$ cat src/kufef_pkg.sv
// ----------------------------------------------------------------------------
// kufef_pkg
// Shared types and constants for the union-find edge filter.
// ----------------------------------------------------------------------------
package kufef_pkg;

    localparam int NODE_W   = 4;
    localparam int WEIGHT_W = 16;
    localparam int COUNT_W  = 4;
    localparam int COST_W   = 20;
    localparam int VC_W     = 5;
    localparam int PADDR_W  = 3;
    localparam int PDATA_W  = 32;

    localparam logic [COUNT_W-1:0] COUNT_MAX = '1;
    localparam logic [COST_W-1:0]  COST_MAX  = '1;
    localparam logic [VC_W-1:0]    VC_RESET  = 5'd16;

    // Register index decoded from paddr[2].
    localparam logic REG_VERTEX_COUNT = 1'b0;

    typedef struct packed {
        logic load_item;
        logic start_a;
        logic start_b;
        logic walk;
        logic latch_ra;
        logic latch_rb;
        logic commit;
    } ctrl_cmd_t;

    typedef struct packed {
        logic walk_done;
        logic a_ok;
        logic b_ok;
        logic out_free;
    } dp_status_t;

endpackage

$ cat src/kufef_if.sv
// ----------------------------------------------------------------------------
// kufef_edge_if / kufef_result_if
// Valid-ready channels for edge requests and filter results.
// ----------------------------------------------------------------------------
interface kufef_edge_if;
    logic                           valid;
    logic                           ready;
    logic [kufef_pkg::NODE_W-1:0]   node_a;
    logic [kufef_pkg::NODE_W-1:0]   node_b;
    logic [kufef_pkg::WEIGHT_W-1:0] edge_weight;

    modport source (output valid, node_a, node_b, edge_weight, input ready);
    modport sink (input valid, node_a, node_b, edge_weight, output ready);
endinterface

interface kufef_result_if;
    logic                          valid;
    logic                          ready;
    logic                          accepted;
    logic [kufef_pkg::NODE_W-1:0]  root_a;
    logic [kufef_pkg::NODE_W-1:0]  root_b;
    logic [kufef_pkg::COUNT_W-1:0] tree_edges;
    logic [kufef_pkg::COST_W-1:0]  total_cost;
    logic                          tree_complete;

    modport source (output valid, accepted, root_a, root_b, tree_edges, total_cost,
                    tree_complete, input ready);
    modport sink (input valid, accepted, root_a, root_b, tree_edges, total_cost,
                  tree_complete, output ready);
endinterface

$ cat src/kufef_ctrl.sv
// ----------------------------------------------------------------------------
// kufef_ctrl
// Sequencer for one edge: a root walk for each endpoint in range, then the commit of the result.
// ----------------------------------------------------------------------------
module kufef_ctrl (
    input  logic                  clk,
    input  logic                  rst_n,
    input  logic                  in_valid,
    output logic                  in_ready,
    input  kufef_pkg::dp_status_t status,
    output kufef_pkg::ctrl_cmd_t  cmd
);
    import kufef_pkg::*;

    typedef enum logic [2:0] {
        ST_IDLE,
        ST_START_A,
        ST_WALK_A,
        ST_START_B,
        ST_WALK_B,
        ST_COMMIT
    } state_t;

    state_t state_reg;
    state_t state_next;

    always_comb
    begin
        state_next = state_reg;
        cmd        = '0;
        in_ready   = 1'b0;
        unique case (state_reg)
            ST_IDLE:
            begin
                in_ready = 1'b1;
                if (in_valid)
                begin
                    cmd.load_item = 1'b1;
                    state_next    = ST_START_A;
                end
            end
            ST_START_A:
            begin
                cmd.start_a = 1'b1;
                state_next  = status.a_ok ? ST_WALK_A : ST_START_B;
            end
            ST_WALK_A:
            begin
                cmd.walk = 1'b1;
                if (status.walk_done)
                begin
                    cmd.latch_ra = 1'b1;
                    state_next   = ST_START_B;
                end
            end
            ST_START_B:
            begin
                cmd.start_b = 1'b1;
                state_next  = status.b_ok ? ST_WALK_B : ST_COMMIT;
            end
            ST_WALK_B:
            begin
                cmd.walk = 1'b1;
                if (status.walk_done)
                begin
                    cmd.latch_rb = 1'b1;
                    state_next   = ST_COMMIT;
                end
            end
            ST_COMMIT:
            begin
                if (status.out_free)
                begin
                    cmd.commit = 1'b1;
                    state_next = ST_IDLE;
                end
            end
            default:
            begin
                state_next = ST_IDLE;
            end
        endcase
    end

    always_ff @(posedge clk or negedge rst_n)
    begin
        if (!rst_n)
        begin
            state_reg <= ST_IDLE;
        end
        else
        begin
            state_reg <= state_next;
        end
    end

endmodule

$ cat src/kufef_dp.sv
// ----------------------------------------------------------------------------
// kufef_dp
// Parent table, root walk unit, counters and result register.
// ----------------------------------------------------------------------------
module kufef_dp #(
    parameter int MAX_VERTICES = 16
) (
    input  logic                            clk,
    input  logic                            rst_n,
    input  kufef_pkg::ctrl_cmd_t            cmd,
    output kufef_pkg::dp_status_t           status,
    input  logic [kufef_pkg::VC_W-1:0]      vertex_count,
    input  logic [kufef_pkg::NODE_W-1:0]    node_a,
    input  logic [kufef_pkg::NODE_W-1:0]    node_b,
    input  logic [kufef_pkg::WEIGHT_W-1:0]  edge_weight,
    output logic                            out_valid,
    input  logic                            out_ready,
    output logic                            accepted,
    output logic [kufef_pkg::NODE_W-1:0]    root_a,
    output logic [kufef_pkg::NODE_W-1:0]    root_b,
    output logic [kufef_pkg::COUNT_W-1:0]   tree_edges,
    output logic [kufef_pkg::COST_W-1:0]    total_cost,
    output logic                            tree_complete
);
    import kufef_pkg::*;

    localparam int IDX_W = (MAX_VERTICES > 1) ? $clog2(MAX_VERTICES) : 1;
    localparam int STEP_W = $clog2(MAX_VERTICES + 1);
    localparam int NW = ($clog2(MAX_VERTICES + 1) > VC_W) ? $clog2(MAX_VERTICES + 1) : VC_W;
    localparam logic [NW-1:0] N_MIN = NW'(2);
    localparam logic [NW-1:0] N_MAX = NW'(MAX_VERTICES);
    localparam logic [STEP_W-1:0] STEP_LIMIT = STEP_W'(MAX_VERTICES);

    logic [IDX_W-1:0]    mem [MAX_VERTICES];
    logic [MAX_VERTICES-1:0] vld_reg;
    logic [IDX_W-1:0]    rd_q;
    logic                rd_vld_q;
    logic [IDX_W-1:0]    rd_addr;

    logic [NODE_W-1:0]   a_reg;
    logic [NODE_W-1:0]   b_reg;
    logic [WEIGHT_W-1:0] w_reg;
    logic [IDX_W-1:0]    cur_reg;
    logic [STEP_W-1:0]   step_reg;
    logic [NODE_W-1:0]   ra_reg;
    logic [NODE_W-1:0]   rb_reg;
    logic [COUNT_W-1:0]  count_reg;
    logic [COST_W-1:0]   cost_reg;
    logic                out_valid_reg;

    logic [NW-1:0]       eff_n;
    logic [NW-1:0]       vc_ext;
    logic [IDX_W-1:0]    up;
    logic                take;
    logic [COUNT_W-1:0]  count_next;
    logic [COST_W-1:0]   cost_next;
    logic [COST_W:0]     cost_sum;

    function automatic logic is_complete(input logic [COUNT_W-1:0] cnt,
                                         input logic [NW-1:0] n);
        logic [NW-1:0] cnt_ext;
        cnt_ext = NW'(cnt);
        return cnt_ext >= (n - NW'(1));
    endfunction

    assign vc_ext = NW'(vertex_count);

    always_comb
    begin
        priority if (vc_ext < N_MIN)
        begin
            eff_n = N_MIN;
        end
        else if (vc_ext > N_MAX)
        begin
            eff_n = N_MAX;
        end
        else
        begin
            eff_n = vc_ext;
        end
    end

    assign up = rd_vld_q ? rd_q : cur_reg;

    assign status.walk_done = (up == cur_reg) || (step_reg == STEP_LIMIT);
    assign status.a_ok      = NW'(a_reg) < eff_n;
    assign status.b_ok      = NW'(b_reg) < eff_n;
    assign status.out_free  = !out_valid_reg || out_ready;

    always_comb
    begin
        priority if (cmd.start_a)
        begin
            rd_addr = IDX_W'(a_reg);
        end
        else if (cmd.start_b)
        begin
            rd_addr = IDX_W'(b_reg);
        end
        else
        begin
            rd_addr = up;
        end
    end

    assign take = status.a_ok && status.b_ok && (ra_reg != rb_reg)
                  && !is_complete(count_reg, eff_n);
    assign cost_sum = {1'b0, cost_reg} + (COST_W + 1)'(w_reg);

    always_comb
    begin
        count_next = count_reg;
        cost_next  = cost_reg;
        if (take)
        begin
            if (count_reg != COUNT_MAX)
            begin
                count_next = count_reg + COUNT_W'(1);
            end
            cost_next = cost_sum[COST_W] ? COST_MAX : cost_sum[COST_W-1:0];
        end
    end

    // Parent table: registered read, single write port.
    always_ff @(posedge clk)
    begin
        rd_q <= mem[rd_addr];
        if (cmd.commit && take)
        begin
            mem[IDX_W'(ra_reg)] <= IDX_W'(rb_reg);
        end
    end

    // An entry that was never written is its own parent.
    always_ff @(posedge clk or negedge rst_n)
    begin
        if (!rst_n)
        begin
            vld_reg  <= '0;
            rd_vld_q <= 1'b0;
        end
        else
        begin
            rd_vld_q <= vld_reg[rd_addr];
            if (cmd.commit && take)
            begin
                vld_reg[IDX_W'(ra_reg)] <= 1'b1;
            end
        end
    end

    always_ff @(posedge clk)
    begin
        if (cmd.load_item)
        begin
            a_reg <= node_a;
            b_reg <= node_b;
            w_reg <= edge_weight;
        end
        if (cmd.start_a)
        begin
            cur_reg <= IDX_W'(a_reg);
            ra_reg  <= a_reg;
        end
        else if (cmd.start_b)
        begin
            cur_reg <= IDX_W'(b_reg);
            rb_reg  <= b_reg;
        end
        else if (cmd.walk && !status.walk_done)
        begin
            cur_reg <= up;
        end
        if (cmd.latch_ra)
        begin
            ra_reg <= NODE_W'(cur_reg);
        end
        if (cmd.latch_rb)
        begin
            rb_reg <= NODE_W'(cur_reg);
        end
        if (cmd.commit)
        begin
            accepted      <= take;
            root_a        <= ra_reg;
            root_b        <= rb_reg;
            tree_edges    <= count_next;
            total_cost    <= cost_next;
            tree_complete <= is_complete(count_next, eff_n);
        end
    end

    always_ff @(posedge clk or negedge rst_n)
    begin
        if (!rst_n)
        begin
            step_reg      <= '0;
            count_reg     <= '0;
            cost_reg      <= '0;
            out_valid_reg <= 1'b0;
        end
        else
        begin
            if (cmd.start_a || cmd.start_b)
            begin
                step_reg <= '0;
            end
            else if (cmd.walk && !status.walk_done)
            begin
                step_reg <= step_reg + STEP_W'(1);
            end
            if (cmd.commit)
            begin
                count_reg     <= count_next;
                cost_reg      <= cost_next;
                out_valid_reg <= 1'b1;
            end
            else if (out_ready)
            begin
                out_valid_reg <= 1'b0;
            end
        end
    end

    assign out_valid = out_valid_reg;

endmodule

$ cat src/kruskal_union_find_edge_filter.sv
// ----------------------------------------------------------------------------
// kruskal_union_find_edge_filter
// Kruskal edge filter that merges components through a union-find table.
// ----------------------------------------------------------------------------
//  Channel   Dir  Moves
//  edge_in   in   node_a, node_b, edge_weight request
//  res_out   out  accepted, root_a, root_b, tree_edges, total_cost, tree_complete
//  APB       in   vertex_count register at byte address 0
//
// A result follows the root walks of both endpoints of its edge request and
// the commit step; the next request can be taken as soon as the result is
// presented. The single read port of the parent table sets the walk to one
// link per cycle. An endpoint out of range skips its walk.
// Reset makes every table entry its own parent and clears count and cost.
// A stalled result holds the block in its commit step; the next edge request is
// taken while the previous result still waits.
// ----------------------------------------------------------------------------
module kruskal_union_find_edge_filter #(
    parameter int MAX_VERTICES = 16
) (
    input  logic                              clk,
    input  logic                              rst_n,
    kufef_edge_if.sink                        edge_in,
    kufef_result_if.source                    res_out,
    input  logic                              psel,
    input  logic                              penable,
    input  logic                              pwrite,
    input  logic [kufef_pkg::PADDR_W-1:0]     paddr,
    input  logic [kufef_pkg::PDATA_W-1:0]     pwdata,
    output logic [kufef_pkg::PDATA_W-1:0]     prdata,
    output logic                              pready
);
    import kufef_pkg::*;

    logic [VC_W-1:0] vc_reg;
    ctrl_cmd_t       cmd;
    dp_status_t      status;

    assign pready = 1'b1;

    always_ff @(posedge clk or negedge rst_n)
    begin
        if (!rst_n)
        begin
            vc_reg <= VC_RESET;
        end
        else if (psel && penable && pwrite && (paddr[2] == REG_VERTEX_COUNT))
        begin
            vc_reg <= pwdata[VC_W-1:0];
        end
    end

    assign prdata = (paddr[2] == REG_VERTEX_COUNT) ? PDATA_W'(vc_reg) : '0;

    kufef_ctrl u_ctrl (
        .clk      (clk),
        .rst_n    (rst_n),
        .in_valid (edge_in.valid),
        .in_ready (edge_in.ready),
        .status   (status),
        .cmd      (cmd)
    );

    kufef_dp #(
        .MAX_VERTICES (MAX_VERTICES)
    ) u_dp (
        .clk           (clk),
        .rst_n         (rst_n),
        .cmd           (cmd),
        .status        (status),
        .vertex_count  (vc_reg),
        .node_a        (edge_in.node_a),
        .node_b        (edge_in.node_b),
        .edge_weight   (edge_in.edge_weight),
        .out_valid     (res_out.valid),
        .out_ready     (res_out.ready),
        .accepted      (res_out.accepted),
        .root_a        (res_out.root_a),
        .root_b        (res_out.root_b),
        .tree_edges    (res_out.tree_edges),
        .total_cost    (res_out.total_cost),
        .tree_complete (res_out.tree_complete)
    );

endmodule

$ cat src/flat_wrapper.sv
// flat-port wrapper written by rule: the top's interface ports become plain ports
module kruskal_union_find_edge_filter_flat import kufef_pkg::*;
#(
    parameter int MAX_VERTICES = 16
)
  (clk, rst_n, psel, penable, pwrite, paddr, pwdata, prdata, pready, edge_in_valid, edge_in_node_a, edge_in_node_b, edge_in_edge_weight, edge_in_ready, res_out_valid, res_out_accepted, res_out_root_a, res_out_root_b, res_out_tree_edges, res_out_total_cost, res_out_tree_complete, res_out_ready);
  kufef_edge_if edge_in_i ();
  kufef_result_if res_out_i ();
  input  logic clk;
  input  logic rst_n;
  input  logic psel;
  input  logic penable;
  input  logic pwrite;
  input  logic [kufef_pkg::PADDR_W-1:0] paddr;
  input  logic [kufef_pkg::PDATA_W-1:0] pwdata;
  output logic [kufef_pkg::PDATA_W-1:0] prdata;
  output logic pready;
  input wire logic [$bits(edge_in_i.valid)-1:0] edge_in_valid;
  input wire logic [$bits(edge_in_i.node_a)-1:0] edge_in_node_a;
  input wire logic [$bits(edge_in_i.node_b)-1:0] edge_in_node_b;
  input wire logic [$bits(edge_in_i.edge_weight)-1:0] edge_in_edge_weight;
  output wire logic [$bits(edge_in_i.ready)-1:0] edge_in_ready;
  output wire logic [$bits(res_out_i.valid)-1:0] res_out_valid;
  output wire logic [$bits(res_out_i.accepted)-1:0] res_out_accepted;
  output wire logic [$bits(res_out_i.root_a)-1:0] res_out_root_a;
  output wire logic [$bits(res_out_i.root_b)-1:0] res_out_root_b;
  output wire logic [$bits(res_out_i.tree_edges)-1:0] res_out_tree_edges;
  output wire logic [$bits(res_out_i.total_cost)-1:0] res_out_total_cost;
  output wire logic [$bits(res_out_i.tree_complete)-1:0] res_out_tree_complete;
  input wire logic [$bits(res_out_i.ready)-1:0] res_out_ready;
  assign edge_in_i.valid = edge_in_valid;
  assign edge_in_i.node_a = edge_in_node_a;
  assign edge_in_i.node_b = edge_in_node_b;
  assign edge_in_i.edge_weight = edge_in_edge_weight;
  assign edge_in_ready = edge_in_i.ready;
  assign res_out_valid = res_out_i.valid;
  assign res_out_accepted = res_out_i.accepted;
  assign res_out_root_a = res_out_i.root_a;
  assign res_out_root_b = res_out_i.root_b;
  assign res_out_tree_edges = res_out_i.tree_edges;
  assign res_out_total_cost = res_out_i.total_cost;
  assign res_out_tree_complete = res_out_i.tree_complete;
  assign res_out_i.ready = res_out_ready;
  kruskal_union_find_edge_filter #(.MAX_VERTICES(MAX_VERTICES)) u_core (.clk(clk), .rst_n(rst_n), .edge_in(edge_in_i), .res_out(res_out_i), .psel(psel), .penable(penable), .pwrite(pwrite), .paddr(paddr), .pwdata(pwdata), .prdata(prdata), .pready(pready));
endmodule
$ cat config.mk
export PLATFORM = sky130hd
export DESIGN_NAME = kruskal_union_find_edge_filter_flat
export DESIGN_NICKNAME = d
export VERILOG_FILES = /design/src/kufef_pkg.sv /design/src/kufef_if.sv /design/src/kufef_ctrl.sv /design/src/kufef_dp.sv /design/src/kruskal_union_find_edge_filter.sv /design/src/flat_wrapper.sv
export SDC_FILE = /design/constraint.sdc
export NUM_CORES = 1
export LEC_CHECK = 0
export BUFFER_PORTS_ARGS = -buffer_cell sky130_fd_sc_hd__buf_2
export CAP_MARGIN = 20
export CORE_AREA = 4 4 139 141
export DETAILED_ROUTE_END_ITERATION = 6
export DIE_AREA = 0 0 143 145
export HOLD_SLACK_MARGIN = 0.05
export PLACE_DENSITY = 0.79
export SYNTH_ARGS = -nofsm -noshare
export SYNTH_HDL_FRONTEND = slang
export SYNTH_SLANG_ARGS = --single-unit
export TNS_END_PERCENT = 20
$ cat constraint.sdc
create_clock -name clk -period 3.9 [get_ports clk]
set_input_delay 0.195 -clock clk [delete_from_list [all_inputs] [get_ports clk]]
set_output_delay 0.195 -clock clk [all_outputs]
set_load 0.05 [all_outputs]
==> out/qor.csv <==
metric,value,unit
status,finished clean,
layout cell share with drive strength beyond 1,0.271,
worst r2r path cells,19,
Final Slew Violations,0,
CP Max Fanout,4,
Post-synth top cells,"134 x edfxtp_1, 54 x dfrtp_1, 44 x nor2_1, 32 x ha_1, 32 x nand2_1",
routed wire length,18700,um
Mapped Area,9280,sq um
Startpoint Class,flop,
Area Overhead vs Synth,17.7,%
Leakage,4.33,nW
clock buffer depth,2,
first-pass GRT wire length,30300,um
clock latency on the worst-skew pair,430,ps
Vias/cell,5.52,
Filler cells,1367,
largest net degree at the start of global routing,39,
number of synthesized flops with an enable pin,134,
fin nets,912,
remaining antenna violation count,0,
worst hold slack,168,ps
Yosys top cell area share,0.433,
initial antenna violation count,0,
R2R Path Start,u_core.vc_reg[2],
GRT Resource Usage Total,0.186,
routing usage on met2,0.300,
max reg flops,64,
worst hold stages,3,
Yosys cell types,70,
crit-path cells,"or3_4, nand3b_1, ha_2, inv_2, xnor2_2, ha_1, a21oi_1, o21ai_1, maj3_2, a21oi_4, nand2_2, inv_2, nand2_4, mux2_4, ha_4, a21o_1, a21o_1, o21ai_1, nor2_1",
GRT Residual Overflow,0,
final RePlAce weighted congestion,0.821,
diode count,0,
CP Class,reg2reg,
synth top area cells,"edfxtp_1 43%, dfrtp_1 15%, mux4_2 4.9%",
FF-to-FF End,u_core.u_dp.tree_complete,
fmax,0.259,GHz
top-count cell post-synth,edfxtp_1,
setup_tns,0,ps
power per cell area,801,nW/um^2
Die H,145,um
Cells after Synth,679,
CTS tree,built,
CP max-delay cell,or3_4,
Pre-Repair DR Iteration Count,5,
# clock sinks,193,
Synth Flop Type,edfxtp_1,
met1 usage in global routing,0.259,
flop and latch count out of synthesis,193,
register area share after synthesis,0.590,
Initial DRC Count,393,
DRC,0,
clock slew at reported path FFs,70,ps
RSZ-0062 raised after global routing,yes,
GRT met3 Usage,0.0375,
Max VDD drop,411,uV
half-perimeter wire length after placement,12700,um
"area leader, netlist",edfxtp_1,
Starting Density,0.517,
drt wl/cell,17.7,um
Crit path depth,19,
die span in x,143,um
mean post-synth cell area,13.7,sq um
fin crit share,0.988,
Clock Skew,11.2,ps
worst slew pin tran,885,ps
core area,18000,sq um
Crit. End Element,flop,
Period minus WS final,3850,ps
R2R Setup Slk,50,ps
hold_sp,res_out_ready,
Critical Path RT,4080,ps
post-synthesis async set-or-reset flop share,0.285,
Clock Tree Root,clkbuf_16,
CP peak stage delay,390,ps
grt peak-use layer,met2,
I/O pins,135,
die area,20700,sq um
cts bufs inserted,17,
Final Hold Viols,0,
CTS HTree Levels,4,
max-cap viol count,0,
Rows,49,
final core utilization,0.608,
min-delay worst type,in2reg,
WHS Endpoint,u_core.u_dp.out_valid,
vias in the first global route,5819,
final setup fails,0,
CP Buf/Inv Count,2,
I/O Buffers,77,
DR vias,5821,
CP top delay family,adder cells,
slew margin rel.,0.410,
critical path data arrival time,4040,ps
Ys Warns,0,
## where the power goes
part | internal, mW | leakage, nW | switching (mW)
clock network | 0.893 | 0.269 | 0.747
logic | 1.68 | 2.10 | 2.14
registers | 2.83 | 1.96 | 0.452
## through the flow
step	area [sq um]	total power [mW]	setup slack (ps)	std cells
floorplan	9410	6.08	12.2	705
finish	10900	8.75	46.1	1055
global route	10900	9.31	-146	1055
detailed placement	9970	6.99	-22.4	987
global placement	9970	6.88	57.3	987
CTS	10800	8.69	26.9	1050
## layout make-up
| type | count | area, sq um | area share |
|---|---|---|---|
| clock buffers | 18 | 439 | 0.0402 |
| clock inverters | 14 | 116 | 0.0107 |
| inverters | 12 | 45.0 | 0.00412 |
| multi-input cells | 446 | 3590 | 0.328 |
| flip-flops and latches | 193 | 5480 | 0.502 |
| well taps | 229 | 287 | 0.0262 |
| repair buffers | 143 | 968 | 0.0887 |
## worst max path at each step
stage,start,to
6_report,u_core.vc_reg[2],u_core.u_dp.tree_complete
5_1_grt,u_core.vc_reg[2],u_core.u_dp.tree_complete
4_1_cts,u_core.vc_reg[1],u_core.u_dp.tree_complete
3_5_place_dp,u_core.vc_reg[1],u_core.u_dp.tree_complete
3_3_place_gp,u_core.vc_reg[1],u_core.u_dp.tree_complete
2_1_floorplan,u_core.vc_reg[4],u_core.u_dp.tree_complete
## kinds of logic after synthesis
group | count (synthesis) | synth area share
adders and majority gates | 34 | 0.0465
AOI/OAI and AO/OA | 115 | 0.0854
other | 2 | 0.000809
muxes | 66 | 0.103
and+or+nand+nor | 175 | 0.105
buffers and inverters | 66 | 0.0431
xor gates and xnor gates | 28 | 0.0264
DFF | 193 | 0.590
## per-layer routing
metal,wire length (um),part of all wire
met1,8360,0.45
met2,9170,0.49
met3,962,0.051
met4,199,0.011
met5,0,0
## cells in the final DEF, fill, tap and decap left out, drive strengths merged, types with 13 or more instances in the layout
cell           n
a21o          14
a21oi         25
a31oi         22
buf          113
clkbuf        18
conb          28
dfrtp         54
dlygate4sd3   30
edfxtp       134
ha            32
mux2          34
mux4          20
nand2         33
nor2          44
nor2b         13
nor3          17
o21ai         18
or2           17
xnor2         14
xor2          14
## timing repair
action                                  in CTS  in global routing
pin swaps                                    1                 12
setup buffers                                1                  5
resized for setup                            1                  9
endpoints found under the hold margin       52                  0
hold buffers                                30                  0
gates cloned                                 0                  0
endpoints found under the setup margin       1                  1
## tightest hold or removal path: cells and delay by family
| family | cells | cell delay [ps] |
|---|---|---|
| simple gates | 2 | 260 |
| buf+inv | 1 | 90 |
(Power assumes the default switching activity.)
